===== src/hdl/assert_macros.svh =====
// ----------------------------------------------------------------------------
// Assertion macros
// Shared concurrent assertion shorthands for the glyph decoder RTL.
// ----------------------------------------------------------------------------
`ifndef ASSERT_MACROS_SVH
`define ASSERT_MACROS_SVH

// Same-cycle implication, disabled during reset
`define ASSERT_IMPL(lbl, clk, rstn, ante, cons) \
  lbl: assert property (@(posedge clk) disable iff (!rstn) (ante) |-> (cons)) \
    else $error("assertion failed");

// Next-cycle implication, disabled during reset
`define ASSERT_NEXT(lbl, clk, rstn, ante, cons) \
  lbl: assert property (@(posedge clk) disable iff (!rstn) (ante) |=> (cons)) \
    else $error("assertion failed");

`endif


===== src/hdl/rfgd_pkg.sv =====
// ----------------------------------------------------------------------------
// rfgd_pkg
// Types, constants and helpers shared by the glyph decoder modules.
// ----------------------------------------------------------------------------
package rfgd_pkg;

  localparam int FIELD_BITS_MAX = 8;
  localparam int COORD_BITS     = 16;
  localparam int DIV_STEPS      = 9;

  // Configuration register indexes
  localparam logic [2:0] CFG_ZERO_RUN = 3'd0;
  localparam logic [2:0] CFG_ONE_RUN  = 3'd1;
  localparam logic [2:0] CFG_WIDTH    = 3'd2;
  localparam logic [2:0] CFG_HEIGHT   = 3'd3;
  localparam logic [2:0] CFG_X_OFF    = 3'd4;
  localparam logic [2:0] CFG_Y_OFF    = 3'd5;
  localparam logic [2:0] CFG_ADVANCE  = 3'd6;

  typedef enum logic [3:0] {
    PH_SIZE, PH_W, PH_H, PH_X, PH_Y, PH_D, PH_A, PH_B, PH_REP
  } phase_e;

  typedef struct packed {
    logic   start_glyph;
    logic   push_byte;
    logic   take;
    phase_e phase;
    logic   load_hdr;
    logic   div_start;
    logic   div_sel_one;
    logic   load_zero;
    logic   load_one;
    logic   commit;
    logic   end_glyph;
  } cmd_t;

  typedef struct packed {
    logic enough;
    logic width_zero;
    logic rep_bit;
    logic div_busy;
    logic glyph_done;
  } sts_t;

  function automatic logic [3:0] clamp_bits(logic [3:0] v);
    return (v > 4'(FIELD_BITS_MAX)) ? 4'(FIELD_BITS_MAX) : v;
  endfunction

  // (1 << cnt) >> 1
  function automatic logic [7:0] bias_of(logic [3:0] cnt);
    logic [8:0] b;
    b = 9'h1 << cnt;
    return b[8:1];
  endfunction

  // (1 << cnt) - 1
  function automatic logic [7:0] field_mask(logic [3:0] cnt);
    logic [8:0] m;
    m = (9'h1 << cnt) - 9'h1;
    return m[7:0];
  endfunction

endpackage


===== src/hdl/rle_font_glyph_decoder.sv =====
// ----------------------------------------------------------------------------
// rle_font_glyph_decoder
// Run-length bitmap font glyph decoder: header result plus one beat per run.
// ----------------------------------------------------------------------------
// Feed one glyph record a byte per beat. Mark the code byte with first_byte;
// that byte also latches start_x/start_y. The code and size bytes are skipped.
// A byte is taken first, then each bit field that it completes, one at a time.
// Then the buffer is found short of the next field and the decoder goes back
// for the next byte; this step is left out when the glyph ends.
// The header beat holds until out_ready takes it.
// Each run pair is worked through in these steps:
// - the two length fields are taken, then the repeat bit;
// - each run then passes through the shared 9-step restoring divider,
//   which wraps the column across the glyph width;
// - each run leaves as a beat of its own;
// - a separate state restarts the divider for the foreground run.
// A repeated pair skips the length fields.
// Only one byte is worked on at a time. The next byte is taken once all
// results of the current one have gone.
// Configuration writes are taken in any cycle and apply from the next field.
module rle_font_glyph_decoder
  import rfgd_pkg::*;
(
  input  logic        clk_i,
  input  logic        rst_ni,
  // configuration
  input  logic        cfg_valid_i,
  output logic        cfg_ready_o,
  input  logic [2:0]  cfg_index_i,
  input  logic [3:0]  cfg_data_i,
  // input bytes
  input  logic        in_valid_i,
  output logic        in_ready_o,
  input  logic [7:0]  data_byte_i,
  input  logic        first_byte_i,
  input  logic [15:0] start_x_i,
  input  logic [15:0] start_y_i,
  // results
  output logic        out_valid_o,
  input  logic        out_ready_i,
  output logic        kind_o,
  output logic [7:0]  col_o,
  output logic [7:0]  row_o,
  output logic [7:0]  run_len_o,
  output logic        foreground_o,
  output logic [15:0] origin_x_o,
  output logic [15:0] origin_y_o,
  output logic [7:0]  glyph_width_o,
  output logic [7:0]  glyph_height_o,
  output logic signed [7:0] advance_o,
  output logic        glyph_done_o,
  output logic        last_of_item_o
);

  cmd_t       cmd;
  sts_t       sts;
  logic [7:0] adv;

  // registers are always writable
  assign cfg_ready_o = 1'b1;

  rfgd_ctrl u_ctrl (
    .clk_i        (clk_i),
    .rst_ni       (rst_ni),
    .in_valid_i   (in_valid_i),
    .first_byte_i (first_byte_i),
    .in_ready_o   (in_ready_o),
    .out_valid_o  (out_valid_o),
    .out_ready_i  (out_ready_i),
    .cmd_o        (cmd),
    .sts_i        (sts)
  );

  rfgd_dp u_dp (
    .clk_i          (clk_i),
    .rst_ni         (rst_ni),
    .cfg_we_i       (cfg_valid_i),
    .cfg_index_i    (cfg_index_i),
    .cfg_data_i     (cfg_data_i),
    .data_byte_i    (data_byte_i),
    .start_x_i      (start_x_i),
    .start_y_i      (start_y_i),
    .cmd_i          (cmd),
    .sts_o          (sts),
    .kind_o         (kind_o),
    .col_o          (col_o),
    .row_o          (row_o),
    .run_len_o      (run_len_o),
    .foreground_o   (foreground_o),
    .origin_x_o     (origin_x_o),
    .origin_y_o     (origin_y_o),
    .glyph_width_o  (glyph_width_o),
    .glyph_height_o (glyph_height_o),
    .advance_o      (adv),
    .glyph_done_o   (glyph_done_o),
    .last_of_item_o (last_of_item_o)
  );

  assign advance_o = signed'(adv);

endmodule


===== src/hdl/rfgd_div.sv =====
// ----------------------------------------------------------------------------
// rfgd_div
// Restoring divider, one quotient bit per cycle, for run position wrapping.
// ----------------------------------------------------------------------------
module rfgd_div
  import rfgd_pkg::*;
(
  input  logic       clk_i,
  input  logic       rst_ni,
  input  logic       start_i,
  input  logic [8:0] dividend_i,
  input  logic [7:0] divisor_i,
  output logic       busy_o,
  output logic [8:0] quotient_o,
  output logic [7:0] remainder_o
);

  logic [3:0] cnt_q;
  logic [7:0] rem_q, rem_d, dvs_q;
  logic [8:0] quo_q, trial;
  logic       ge;

  always_comb begin
    trial = {rem_q, quo_q[8]};
    ge    = trial >= {1'b0, dvs_q};
    rem_d = ge ? 8'(trial - {1'b0, dvs_q}) : trial[7:0];
  end

  always_ff @(posedge clk_i or negedge rst_ni) begin
    if (!rst_ni) begin
      cnt_q <= '0;
    end else if (start_i) begin
      cnt_q <= 4'(DIV_STEPS);
    end else if (cnt_q != '0) begin
      cnt_q <= cnt_q - 4'd1;
    end
  end

  always_ff @(posedge clk_i) begin
    if (start_i) begin
      rem_q <= '0;
      quo_q <= dividend_i;
      dvs_q <= divisor_i;
    end else if (cnt_q != '0) begin
      rem_q <= rem_d;
      quo_q <= {quo_q[7:0], ge};
    end
  end

  assign busy_o      = (cnt_q != '0);
  assign quotient_o  = quo_q;
  assign remainder_o = rem_q;

endmodule


===== src/hdl/rfgd_dp.sv =====
// ----------------------------------------------------------------------------
// rfgd_dp
// Datapath: configuration, bit buffer, header fields, run position, results.
// ----------------------------------------------------------------------------
module rfgd_dp
  import rfgd_pkg::*;
(
  input  logic        clk_i,
  input  logic        rst_ni,
  input  logic        cfg_we_i,
  input  logic [2:0]  cfg_index_i,
  input  logic [3:0]  cfg_data_i,
  input  logic [7:0]  data_byte_i,
  input  logic [15:0] start_x_i,
  input  logic [15:0] start_y_i,
  input  cmd_t        cmd_i,
  output sts_t        sts_o,
  output logic        kind_o,
  output logic [7:0]  col_o,
  output logic [7:0]  row_o,
  output logic [7:0]  run_len_o,
  output logic        foreground_o,
  output logic [15:0] origin_x_o,
  output logic [15:0] origin_y_o,
  output logic [7:0]  glyph_width_o,
  output logic [7:0]  glyph_height_o,
  output logic [7:0]  advance_o,
  output logic        glyph_done_o,
  output logic        last_of_item_o
);

  logic [3:0] zb_q, ob_q, wb_q, hb_q, xb_q, yb_q, ab_q;
  logic [15:0] buf_q;
  logic [4:0]  held_q, held_after, pair_bits;
  logic [3:0]  need;
  logic [7:0]  v;
  logic [7:0]  width_q, height_q, rawx_q, rawy_q, adv_q, zlen_q, olen_q, col_q, row_q;
  logic        rep_q;
  logic [COORD_BITS-1:0] sx_q, sy_q, ox_q, oy_q;
  logic [8:0]  dividend, quo;
  logic [7:0]  rem;
  logic        div_busy;
  logic [9:0]  row_sum;
  logic [7:0]  row_new;
  logic        done_one;
  logic        o_kind_q, o_fg_q, o_done_q, o_last_q;
  logic [7:0]  o_col_q, o_row_q, o_len_q;

  // Configuration registers
  always_ff @(posedge clk_i or negedge rst_ni) begin
    if (!rst_ni) begin
      zb_q <= 4'd2; ob_q <= 4'd2; wb_q <= 4'd5; hb_q <= 4'd5;
      xb_q <= 4'd4; yb_q <= 4'd4; ab_q <= 4'd5;
    end else if (cfg_we_i) begin
      unique case (cfg_index_i)
        CFG_ZERO_RUN: zb_q <= cfg_data_i;
        CFG_ONE_RUN:  ob_q <= cfg_data_i;
        CFG_WIDTH:    wb_q <= cfg_data_i;
        CFG_HEIGHT:   hb_q <= cfg_data_i;
        CFG_X_OFF:    xb_q <= cfg_data_i;
        CFG_Y_OFF:    yb_q <= cfg_data_i;
        CFG_ADVANCE:  ab_q <= cfg_data_i;
        default: ;
      endcase
    end
  end

  always_comb begin
    unique case (cmd_i.phase)
      PH_W:    need = clamp_bits(wb_q);
      PH_H:    need = clamp_bits(hb_q);
      PH_X:    need = clamp_bits(xb_q);
      PH_Y:    need = clamp_bits(yb_q);
      PH_D:    need = clamp_bits(ab_q);
      PH_A:    need = clamp_bits(zb_q);
      PH_B:    need = clamp_bits(ob_q);
      default: need = 4'd1;
    endcase
    v          = buf_q[7:0] & field_mask(need);
    held_after = held_q - {1'b0, need};
    pair_bits  = {1'b0, clamp_bits(zb_q)} + {1'b0, clamp_bits(ob_q)} + 5'd1;
    dividend   = {1'b0, col_q} + {1'b0, (cmd_i.div_sel_one ? olen_q : zlen_q)};
    row_sum    = {2'b0, row_q} + {1'b0, quo};
    row_new    = (row_sum > 10'd255) ? 8'd255 : row_sum[7:0];
    done_one   = !rep_q && (row_new >= height_q);
  end

  rfgd_div u_div (
    .clk_i       (clk_i),
    .rst_ni      (rst_ni),
    .start_i     (cmd_i.div_start),
    .dividend_i  (dividend),
    .divisor_i   (width_q),
    .busy_o      (div_busy),
    .quotient_o  (quo),
    .remainder_o (rem)
  );

  // Bit buffer
  always_ff @(posedge clk_i or negedge rst_ni) begin
    if (!rst_ni) begin
      buf_q  <= '0;
      held_q <= '0;
    end else if (cmd_i.start_glyph || cmd_i.end_glyph) begin
      buf_q  <= '0;
      held_q <= '0;
    end else if (cmd_i.push_byte) begin
      buf_q  <= buf_q | ({8'b0, data_byte_i} << held_q[3:0]);
      held_q <= held_q + 5'd8;
    end else if (cmd_i.take) begin
      buf_q  <= buf_q >> need;
      held_q <= held_after;
    end
  end

  // Fields and position
  always_ff @(posedge clk_i) begin
    if (cmd_i.start_glyph) begin
      sx_q <= COORD_BITS'(start_x_i);
      sy_q <= COORD_BITS'(start_y_i);
    end
    if (cmd_i.take) begin
      unique case (cmd_i.phase)
        PH_W:   width_q  <= v;
        PH_H:   height_q <= v;
        PH_X:   rawx_q   <= v;
        PH_Y:   rawy_q   <= v;
        PH_A:   zlen_q   <= v;
        PH_B:   olen_q   <= v;
        PH_REP: rep_q    <= v[0];
        default: ;
      endcase
    end
    if (cmd_i.load_hdr) begin
      adv_q    <= v - bias_of(clamp_bits(ab_q));
      ox_q     <= sx_q + COORD_BITS'(rawx_q) - COORD_BITS'(bias_of(clamp_bits(xb_q)));
      oy_q     <= sy_q - COORD_BITS'(height_q) - COORD_BITS'(rawy_q)
                  + COORD_BITS'(bias_of(clamp_bits(yb_q)));
      col_q    <= '0;
      row_q    <= '0;
      o_kind_q <= 1'b0;
      o_col_q  <= '0;
      o_row_q  <= '0;
      o_len_q  <= '0;
      o_fg_q   <= 1'b0;
      o_done_q <= (width_q == '0);
      o_last_q <= (width_q == '0) || (held_after < pair_bits);
    end
    if (cmd_i.load_zero) begin
      o_kind_q <= 1'b1;
      o_col_q  <= col_q;
      o_row_q  <= row_q;
      o_len_q  <= zlen_q;
      o_fg_q   <= 1'b0;
      o_done_q <= 1'b0;
      o_last_q <= 1'b0;
    end
    if (cmd_i.load_one) begin
      o_kind_q <= 1'b1;
      o_col_q  <= col_q;
      o_row_q  <= row_q;
      o_len_q  <= olen_q;
      o_fg_q   <= 1'b1;
      o_done_q <= done_one;
      o_last_q <= done_one || (rep_q ? (held_q == '0) : (held_q < pair_bits));
    end
    if (cmd_i.commit) begin
      col_q <= rem;
      row_q <= row_new;
    end
  end

  assign sts_o.enough     = ({1'b0, need} <= held_q);
  assign sts_o.width_zero = (width_q == '0);
  assign sts_o.rep_bit    = rep_q;
  assign sts_o.div_busy   = div_busy;
  assign sts_o.glyph_done = o_done_q;

  assign kind_o         = o_kind_q;
  assign col_o          = o_col_q;
  assign row_o          = o_row_q;
  assign run_len_o      = o_len_q;
  assign foreground_o   = o_fg_q;
  assign origin_x_o     = ox_q[15:0];
  assign origin_y_o     = oy_q[15:0];
  assign glyph_width_o  = width_q;
  assign glyph_height_o = height_q;
  assign advance_o      = adv_q;
  assign glyph_done_o   = o_done_q;
  assign last_of_item_o = o_last_q;

endmodule


===== src/hdl/rfgd_ctrl.sv =====
// ----------------------------------------------------------------------------
// rfgd_ctrl
// Controller: byte intake, field sequencing, run division and result beats.
// ----------------------------------------------------------------------------
`include "assert_macros.svh"

module rfgd_ctrl
  import rfgd_pkg::*;
(
  input  logic clk_i,
  input  logic rst_ni,
  input  logic in_valid_i,
  input  logic first_byte_i,
  output logic in_ready_o,
  output logic out_valid_o,
  input  logic out_ready_i,
  output cmd_t cmd_o,
  input  sts_t sts_i
);

  typedef enum logic [3:0] {
    S_IDLE, S_BYTE, S_FIELD, S_HDR, S_DIVZ, S_OUTZ, S_STARTO, S_DIVO, S_OUTO
  } state_e;

  state_e state_q, state_d;
  phase_e phase_q, phase_d;

  always_comb begin
    state_d = state_q;
    phase_d = phase_q;
    cmd_o   = '0;
    cmd_o.phase = phase_q;
    unique case (state_q)
      S_IDLE, S_BYTE: begin
        if (in_valid_i) begin
          if (first_byte_i) begin
            cmd_o.start_glyph = 1'b1;
            phase_d = PH_SIZE;
            state_d = S_BYTE;
          end else if (state_q == S_BYTE) begin
            // skip the size byte, otherwise append to the bit buffer
            if (phase_q == PH_SIZE) begin
              phase_d = PH_W;
            end else begin
              cmd_o.push_byte = 1'b1;
            end
            state_d = S_FIELD;
          end
        end
      end
      S_FIELD: begin
        if (!sts_i.enough) begin
          state_d = S_BYTE;
        end else begin
          unique case (phase_q)
            PH_W: begin cmd_o.take = 1'b1; phase_d = PH_H; end
            PH_H: begin cmd_o.take = 1'b1; phase_d = PH_X; end
            PH_X: begin cmd_o.take = 1'b1; phase_d = PH_Y; end
            PH_Y: begin cmd_o.take = 1'b1; phase_d = PH_D; end
            PH_D: begin
              cmd_o.take     = 1'b1;
              cmd_o.load_hdr = 1'b1;
              state_d = S_HDR;
            end
            PH_A: begin cmd_o.take = 1'b1; phase_d = PH_B; end
            PH_B: begin cmd_o.take = 1'b1; phase_d = PH_REP; end
            PH_REP: begin
              cmd_o.take      = 1'b1;
              cmd_o.div_start = 1'b1;
              state_d = S_DIVZ;
            end
            default: state_d = S_BYTE;
          endcase
        end
      end
      S_HDR: begin
        if (out_ready_i) begin
          if (sts_i.width_zero) begin
            cmd_o.end_glyph = 1'b1;
            state_d = S_IDLE;
          end else begin
            phase_d = PH_A;
            state_d = S_FIELD;
          end
        end
      end
      S_DIVZ: begin
        if (!sts_i.div_busy) begin
          cmd_o.load_zero = 1'b1;
          state_d = S_OUTZ;
        end
      end
      S_OUTZ: begin
        if (out_ready_i) begin
          cmd_o.commit = 1'b1;
          state_d = S_STARTO;
        end
      end
      S_STARTO: begin
        cmd_o.div_start   = 1'b1;
        cmd_o.div_sel_one = 1'b1;
        state_d = S_DIVO;
      end
      S_DIVO: begin
        cmd_o.div_sel_one = 1'b1;
        if (!sts_i.div_busy) begin
          cmd_o.load_one = 1'b1;
          state_d = S_OUTO;
        end
      end
      S_OUTO: begin
        if (out_ready_i) begin
          cmd_o.commit = 1'b1;
          if (sts_i.glyph_done) begin
            cmd_o.end_glyph = 1'b1;
            state_d = S_IDLE;
          end else begin
            phase_d = sts_i.rep_bit ? PH_REP : PH_A;
            state_d = S_FIELD;
          end
        end
      end
      default: state_d = S_IDLE;
    endcase
  end

  always_ff @(posedge clk_i or negedge rst_ni) begin
    if (!rst_ni) begin
      state_q <= S_IDLE;
      phase_q <= PH_SIZE;
    end else begin
      state_q <= state_d;
      phase_q <= phase_d;
    end
  end

  assign in_ready_o  = (state_q == S_IDLE) || (state_q == S_BYTE);
  assign out_valid_o = (state_q == S_HDR) || (state_q == S_OUTZ) || (state_q == S_OUTO);

  `ASSERT_IMPL(a_take_enough, clk_i, rst_ni, cmd_o.take, sts_i.enough)
  `ASSERT_IMPL(a_div_idle, clk_i, rst_ni, cmd_o.div_start, !sts_i.div_busy)
  `ASSERT_NEXT(a_hdr_shown, clk_i, rst_ni, cmd_o.load_hdr, out_valid_o)

endmodule

===== config.mk =====
export PLATFORM = sky130hd
export DESIGN_NAME = rle_font_glyph_decoder
export DESIGN_NICKNAME = d
export VERILOG_FILES = /design/src/hdl/rfgd_pkg.sv /design/src/hdl/rle_font_glyph_decoder.sv /design/src/hdl/rfgd_div.sv /design/src/hdl/rfgd_dp.sv /design/src/hdl/rfgd_ctrl.sv
export VERILOG_INCLUDE_DIRS = /design/src /design/src/hdl
export SDC_FILE = /design/constraint.sdc
export NUM_CORES = 1
export LEC_CHECK = 0
export BUFFER_PORTS_ARGS = -buffer_cell sky130_fd_sc_hd__buf_4
export CELL_PAD_IN_SITES_DETAIL_PLACEMENT = 0
export CELL_PAD_IN_SITES_GLOBAL_PLACEMENT = 2
export CORE_ASPECT_RATIO = 0.8
export CORE_UTILIZATION = 40
export DETAILED_ROUTE_END_ITERATION = 10
export PLACE_DENSITY_LB_ADDON = 0.1
export REMOVE_ABC_BUFFERS = 1
export SLEW_MARGIN = 20
export SYNTH_ARGS = -nofsm -noshare
export SYNTH_HDL_FRONTEND = slang
export SYNTH_HIERARCHICAL = 1
export SYNTH_SLANG_ARGS = --single-unit

===== constraint.sdc =====
create_clock -name clk_i -period 8.2 [get_ports clk_i]
set_clock_uncertainty 0.15 [all_clocks]
set_input_delay 0.82 -clock clk_i [delete_from_list [all_inputs] [get_ports clk_i]]
set_output_delay 0.82 -clock clk_i [all_outputs]
set_load 0.1 [all_outputs]

==> impl_metrics.csv, run 1 <==
group,metric,value,unit
finish,area_delta_synth_final,16.3,%
setup_path,arrival,5730,ps
setup_path,ff2ff_path_depth,16,
routing,drt_wl_total,40500,um
floorplan,coreArea,37400,sq um
power,p_leak,7.30,nW
timing,maxSlewHeadroom,34.6,%
global_route,grt-ovfl-total,0,
clock_tree,root_buffer,"clkbuf_16",
routing,via_count,10900,
floorplan,io_pins,140,
floorplan,initial_core_util,40.9,%
finish,layout_common_cells,"edfxtp_1 (180), buf_4 (150), inv_1 (119), ha_1 (90), nor2_1 (82)",
synth,synth_top_cell_area_share,35.3,%
clock_tree,cts_tree,"built",
hold_path,hp-class,"input pin to async pin",
clock_tree,worstSkewPairLatency,560,ps
finish,fillCellCount,3475,
finish,layout_commonest_cell,"edfxtp_1",
clock_tree,hold_buffers,0,
synth,synthFlopType,"edfxtp_1",
setup_path,r2r-start,"u_ctrl/phase_q[0]",
placed_design,pre_cts_ws,2840,ps
timing,rsz0062_at_grt,"false",
timing,hold_violations,0,
power,p_comb_share,50.6,%
global_route,antenna_found_initial,0,
routing,drc_errors,8,
setup_path,cp-start-kind,"flop",
power,finalPower,0.00699,W
placed_design,dpl_cell_area,16800,sq um
synth,ys_seq_elements,251,
synth,mappedNetlistArea,15300,sq um
timing,tightest_slew,982,ps
synth,yosys-top-cells-area,"edfxtp_1 (35%), dfrtp_1 (8.3%), ha_1 (7.3%)",
synth,synth_edf_count,180,
power,ir_worst_vdd,193,uV
floorplan,die_h,177,um
setup_path,cp-startpoint,"u_ctrl/phase_q[0]",
power,power-per-cell-area,392,nW/um^2
global_route,grt_max_degree,62,
synth,synthArstFlopShare,24.3,%
routing,dr.first_iter.drc_count,821,
timing,drv_slew,0,
global_route,grt_pass1_vias,10600,
synth,synth-seq-area-share,46.6,%
clock_tree,post_cts_buffers,0,
timing,layout_setup_ws,2770,ps
power,p_int,0.00400,W
floorplan,die-area,39100,sq um
power,netSwitchingPower,0.00299,W
floorplan,rows,63,
routing,via_per_inst,5.36,
power,switching_share,42.8,%
synth,yosysTopAreaCell,"edfxtp_1",
routing,wl_per_cell,19.9,um
setup_path,reg2reg_to,"u_dp/buf_q[6]",
routing,postRouteAntennaNets,0,
placed_design,hpwl,30000,um
global_route,grt_first_pass_wirelength,62400,um
placed_design,place.gp.congestion,0.885,
power,power.share.clock,19.9,%
setup_path,r2r_setup_slack,2770,ps
timing,timing.fmax,184,MHz
clock_tree,clock_sinks,251,
synth,yosys_warnings,6,
global_route,track_usage,20.6,%
timing,final.period_utilization,66.2,%
placed_design,numPortBuffers,138,
clock_tree,h-tree-depth,1,
routing,dr.pass1.iters,8,
outcome,violations,"design-rule violations",
finish,final_area,17800,sq um
synth,yosysUniqueCellTypes,99,
clock_tree,clock_path_buffers,3,
timing,period_minus_slack,5430,ps
setup_path,worstSetupEndpoint,"u_dp/buf_q[6]",
finish,fin_nets,1700,
clock_tree,numCtsBuffers,29,
timing,finalSetupViolCount,0,
setup_path,required,8500,ps
setup_path,worstSetupPathType,"flop to flop",
finish,n_antenna_cell,0,
timing,tns,0,ps
synth,postSynthCellCount,1397,
clock_tree,cts-resized-gates,0,
setup_path,cp_max_fo,26,
run,maxCapViolations,0,
finish,drive_gt1_share,18.8,%
synth,syn_area_per_cell,11.0,sq um
setup_path,cp-end-kind,"flop",
outcome,run_status,"finished with violations",
clock_tree,clkSlewWorstSetupHoldPaths,60,ps
power,seqPwrFrac,29.5,%
floorplan,die_w,221,um
sequential cells by signal, indices dropped and copies added (netlist names), 9 cells and up:
| register | cells |
|---|---|
| u_dp/buf_q | 16 |
| u_dp/origin_x_o | 16 |
| u_dp/origin_y_o | 16 |
| u_dp/sx_q | 16 |
| u_dp/sy_q | 16 |
| u_dp/u_div/quotient_o | 9 |
kinds of logic (layout without fill, tap and decap cells):
| group | count (synthesis) | in the layout | share of synthesized area [%] |
|---|---|---|---|
| flops | 251 | 251 | 46.6 |
| other cells | 1 | 1 | 0.0245 |
| fa+ha+maj | 120 | 120 | 11.3 |
| compound gates | 290 | 290 | 12.6 |
| xor+xnor | 59 | 59 | 3.37 |
| mux | 88 | 88 | 6.37 |
| simple gates | 413 | 413 | 14.9 |
| buf+inv | 175 | 328 | 4.90 |
area by class of cell:
cell class / instances / area [sq um] / share of cell area, %
Multi-Input combinational cell: 971 / 7460 / 41.8
Sequential cell: 251 / 7140 / 40.1
Timing Repair Buffer: 150 / 1130 / 6.32
Clock buffer: 39 / 813 / 4.56
Tap cell: 487 / 609 / 3.42
Inverter: 124 / 468 / 2.63
Clock inverter: 15 / 204 / 1.14
critical path: stages (launching register included):
cell,delay (ps)
dfrtp_1,890
nor4bb_1,530
a32o_1,210
a2111o_1,320
inv_2,270
ha_1,420
a21boi_0,190
o21ai_0,100
nand2_1,190
o21ai_0,120
nor3_1,170
buf_4,230
nor2b_1,750
nor2_1,340
o21ai_0,170
o31ai_1,90
o21bai_1,160
per-stage QoR:
step / hold WS (ps) / util, % / instances
6_report: 202 / 47.6 / 2037
5_1_grt: 245 / 47.6 / 2037
4_1_cts: 226 / 47.6 / 2037
3_5_place_dp: 305 / 44.9 / 1983
3_3_place_gp: 301 / 44.9 / 1983
2_1_floorplan: 323 / - / 1346
power groups by stage:
stage | registers (W) | logic [W] | clock network, W
after floorplan | 0.00218 | 0.00244 | 0
after detailed placement | 0.00209 | 0.00351 | 0
after global placement | 0.00209 | 0.00352 | 0
final | 0.00206 | 0.00354 | 0.00139
after global routing | 0.00210 | 0.00391 | 0.00147
after CTS | 0.00206 | 0.00354 | 0.00142
per-layer routing:
metal,track usage [%],wire (um),vias up
met5,0,0,-
met4,4.20,699,0
met3,2.86,2050,44
met2,32.7,18200,291
met1,30.0,19600,5258
li1,-,-,5316
how the worst min path moves through the flow:
stage	start	to	slack, ps	depth (start not counted)
final	rst_ni	u_dp/u_div/cnt_q[2]	200	1
after CTS	rst_ni	u_dp/u_div/cnt_q[2]	230	1
after global placement	u_dp/foreground_o	u_dp/foreground_o	300	2
after global routing	rst_ni	u_dp/u_div/cnt_q[2]	250	1
after floorplan	u_dp/wb_q[1]	u_dp/wb_q[1]	320	1
after detailed placement	u_dp/foreground_o	u_dp/foreground_o	300	2
synthesized netlist by cell type, types with 10 or more instances:
library cell / number
o21a_1: 11
nand2_1: 64
nor2_1: 82
clkbuf_1: 26
dfxtp_1: 10
fa_1: 30
mux2_2: 46
inv_1: 119
nor2b_1: 42
ha_1: 90
a211oi_1: 17
a21o_1: 20
a31oi_1: 12
a21oi_1: 74
dfstp_2: 10
xor2_1: 13
dfrtp_1: 51
nand3_1: 24
mux2i_1: 36
and3_1: 14
or3_1: 11
nor3_1: 42
xnor2_1: 46
edfxtp_1: 180
o21ai_0: 59
buf_4: 10
buf_2: 10
and2_1: 25
nand2b_1: 37
No activity file was read; power rests on OpenSTA's default activity.
==> run 2, diff against run 1 <==
--- a/config.mk
+++ b/config.mk
@@ -10,7 +10,7 @@
 export CELL_PAD_IN_SITES_DETAIL_PLACEMENT = 0
 export CELL_PAD_IN_SITES_GLOBAL_PLACEMENT = 2
 export CORE_ASPECT_RATIO = 0.8
-export CORE_UTILIZATION = 40
+export CORE_UTILIZATION = 36
 export DETAILED_ROUTE_END_ITERATION = 10
 export PLACE_DENSITY_LB_ADDON = 0.1
 export REMOVE_ABC_BUFFERS = 1
==> constraint.sdc (replaced) <==
create_clock -name clk_i -period 4.6 [get_ports clk_i]
set_clock_uncertainty 0.15 [all_clocks]
set_input_delay 0.46 -clock clk_i [delete_from_list [all_inputs] [get_ports clk_i]]
set_output_delay 0.46 -clock clk_i [all_outputs]
set_load 0.1 [all_outputs]
==> run 2 against run 1 <==
The flow now finishes without violations. Register-to-register slack worse by 2500 ps. First-iteration DRC count decreased by 14%. Sequential power increased by 73%. Sequential cell count did not move. Via count increased by 2.6%. Critical path type unchanged. Highest routed layer unchanged. Count of clock-buffer cells in the layout fell by 4.
==> impl_metrics.csv, run 2 (synthesis results as in run 1) <==
group,metric,value,unit
outcome,run_status,"complete, no violations",
hold_path,hp-class,"input pin to flop",
global_route,grt-ovfl-total,0,
floorplan,die_w,233,um
power,power.share.clock,18.9,%
setup_path,path_buf_inv,0,
clock_tree,h-tree-depth,1,
power,p_comb_share,53.2,%
clock_tree,clkSlewWorstSetupHoldPaths,60,ps
routing,drc_errors,0,
setup_path,worstSetupPathType,"flop to flop",
setup_path,crit_top_cell,"a21o_1",
finish,area_delta_synth_final,21.1,%
clock_tree,worstSkewPairLatency,570,ps
timing,hold_violations,0,
routing,postRouteAntennaNets,0,
routing,wl_per_cell,19.5,um
global_route,track_usage,19.8,%
timing,tightest_slew,878,ps
power,p_int,0.00729,W
finish,fin_nets,1776,
setup_path,cp-end-kind,"flop",
setup_path,ff2ff_path_depth,17,
power,ir_worst_vdd,397,uV
floorplan,die-area,43400,sq um
placed_design,numPortBuffers,138,
routing,drt_wl_total,42400,um
floorplan,io_pins,140,
finish,layout_common_cells,"buf_4 (192), edfxtp_1 (180), inv_1 (119), ha_1 (90), nor2_1 (80)",
clock_tree,numCtsBuffers,29,
global_route,grt_max_degree,62,
routing,via_count,11200,
finish,n_antenna_cell,0,
power,switching_share,42.8,%
timing,drv_slew,0,
clock_tree,root_buffer,"clkbuf_16",
routing,dr.first_iter.drc_count,707,
floorplan,rows,67,
placed_design,hpwl,32200,um
setup_path,cp_top_family,"compound AO/OA/AOI/OAI gates",
run,maxCapViolations,0,
setup_path,slowest_delay,410,ps
global_route,grt_pass1_vias,11100,
timing,fin_hold_ws,58.3,ps
routing,via_per_inst,5.14,
timing,final.period_utilization,95.1,%
timing,timing.fmax,229,MHz
timing,finalSetupViolCount,0,
floorplan,coreArea,41900,sq um
power,netSwitchingPower,0.00546,W
timing,maxSlewHeadroom,41.4,%
setup_path,critical_path.slowest_cell,"fa_1",
power,power-per-cell-area,687,nW/um^2
floorplan,die_h,187,um
finish,layout_commonest_cell,"buf_4",
power,p_leak,7.62,nW
hold_path,min_path_cells,2,
setup_path,required,4740,ps
global_route,grt_first_pass_wirelength,66300,um
setup_path,crit_chain,"ha_1 > fa_1 > a21o_1 > a21oi_2 > o21bai_1 > a211o_1 > a311o_1 > o21a_1 > or2_2 > ha_1 > a21o_1 > a21o_1 > a21o_1 > a211oi_1 > o21bai_1 > a21oi_2 > o211ai_1",
power,seqPwrFrac,27.9,%
clock_tree,clock_path_buffers,3,
setup_path,cp-start-kind,"flop",
global_route,antenna_found_initial,1,
clock_tree,clock_sinks,251,
routing,dr.pass1.iters,5,
placed_design,place.gp.congestion,0.815,
floorplan,initial_core_util,36.6,%
setup_path,path_depth,17,
finish,drive_gt1_share,21.2,%
setup_path,arrival,4520,ps
setup_path,cp_max_fo,8,
power,finalPower,0.0128,W
clock_tree,cts_tree,"built",
timing,period_minus_slack,4370,ps
[run 2: changes by cell type in the layout (fill, tap and decap cells not counted), moves of 2 or more]
cell,before,now
clkbuf_1,5,0
a21oi_2,0,2
clkinv_2,5,3
nor2_1,82,80
bufinv_16,5,3
nor2_2,1,3
dlygate4sd3_1,0,33
a21oi_1,74,72
clkinvlp_4,0,8
buf_4,150,192
[run 2: path summary, 6_finish.rpt]
| kind | startpoint | endpoint | slack [ps] |
|---|---|---|---|
| max in group asynchronous | rst_ni | u_ctrl/phase_q[1] | 3280 |
| worst min-delay path | cfg_data_i[2] | u_dp/ob_q[2] | 60 |
| min in group asynchronous | rst_ni | u_dp/wb_q[1] | 410 |
| worst min register to register | u_dp/kind_o | u_dp/kind_o | 330 |
| worst max register to register | u_dp/row_q[0] | u_dp/last_of_item_o | 230 |
| worst max-delay path | u_dp/row_q[0] | u_dp/last_of_item_o | 230 |
[run 2: power by group through the flow]
stage	Sequential (W)	Combinational [W]	Clock, W
2_1_floorplan	0.00388	0.00436	0
3_3_place_gp	0.00361	0.00670	0
3_5_place_dp	0.00361	0.00669	0
4_1_cts	0.00357	0.00676	0.00248
5_1_grt	0.00362	0.00753	0.00257
6_report	0.00356	0.00678	0.00241
[run 2: what timing repair did]
action	in CTS	in global routing
gates resized for setup	0	6
buffers inserted	0	2
endpoints found under the hold margin	83	0
hold buffers	33	0
endpoints found under the setup margin	0	3
[run 2: stage by stage]
| step | setup TNS (ps) | cell area (sq um) | instances | utilization (%) | worst slack [ps] |
|---|---|---|---|---|---|
| after floorplan | -222160 | 15000 | 1346 | - | -2340 |
| after detailed placement | 0 | 17200 | 2089 | 41.0 | 176 |
| after global routing | -17.7 | 18600 | 2178 | 44.3 | -17.7 |
| final | 0 | 18600 | 2178 | 44.3 | 226 |
| after global placement | 0 | 17200 | 2089 | 41.0 | 204 |
| after CTS | 0 | 18500 | 2176 | 44.2 | 149 |
[run 2: area by class of cell]
class	count	area (sq um)
flip-flops and latches	251	7150
repair buffers	226	1790
inverters	124	468
clock buffers	35	808
well taps	552	691
multi-input cells	971	7470
clock inverters	19	199
fillers	4025	23300
[run 2: layer usage]
| layer | part of all wire (%) | global-route usage, % | up-vias |
|---|---|---|---|
| met2 | 45 | 30.2 | 167 |
| met4 | 1.5 | 3.52 | 0 |
| met1 | 50 | 30.2 | 5520 |
| met5 | 0 | 0 | - |
| li1 | - | - | 5471 |
| met3 | 3.5 | 2.34 | 40 |
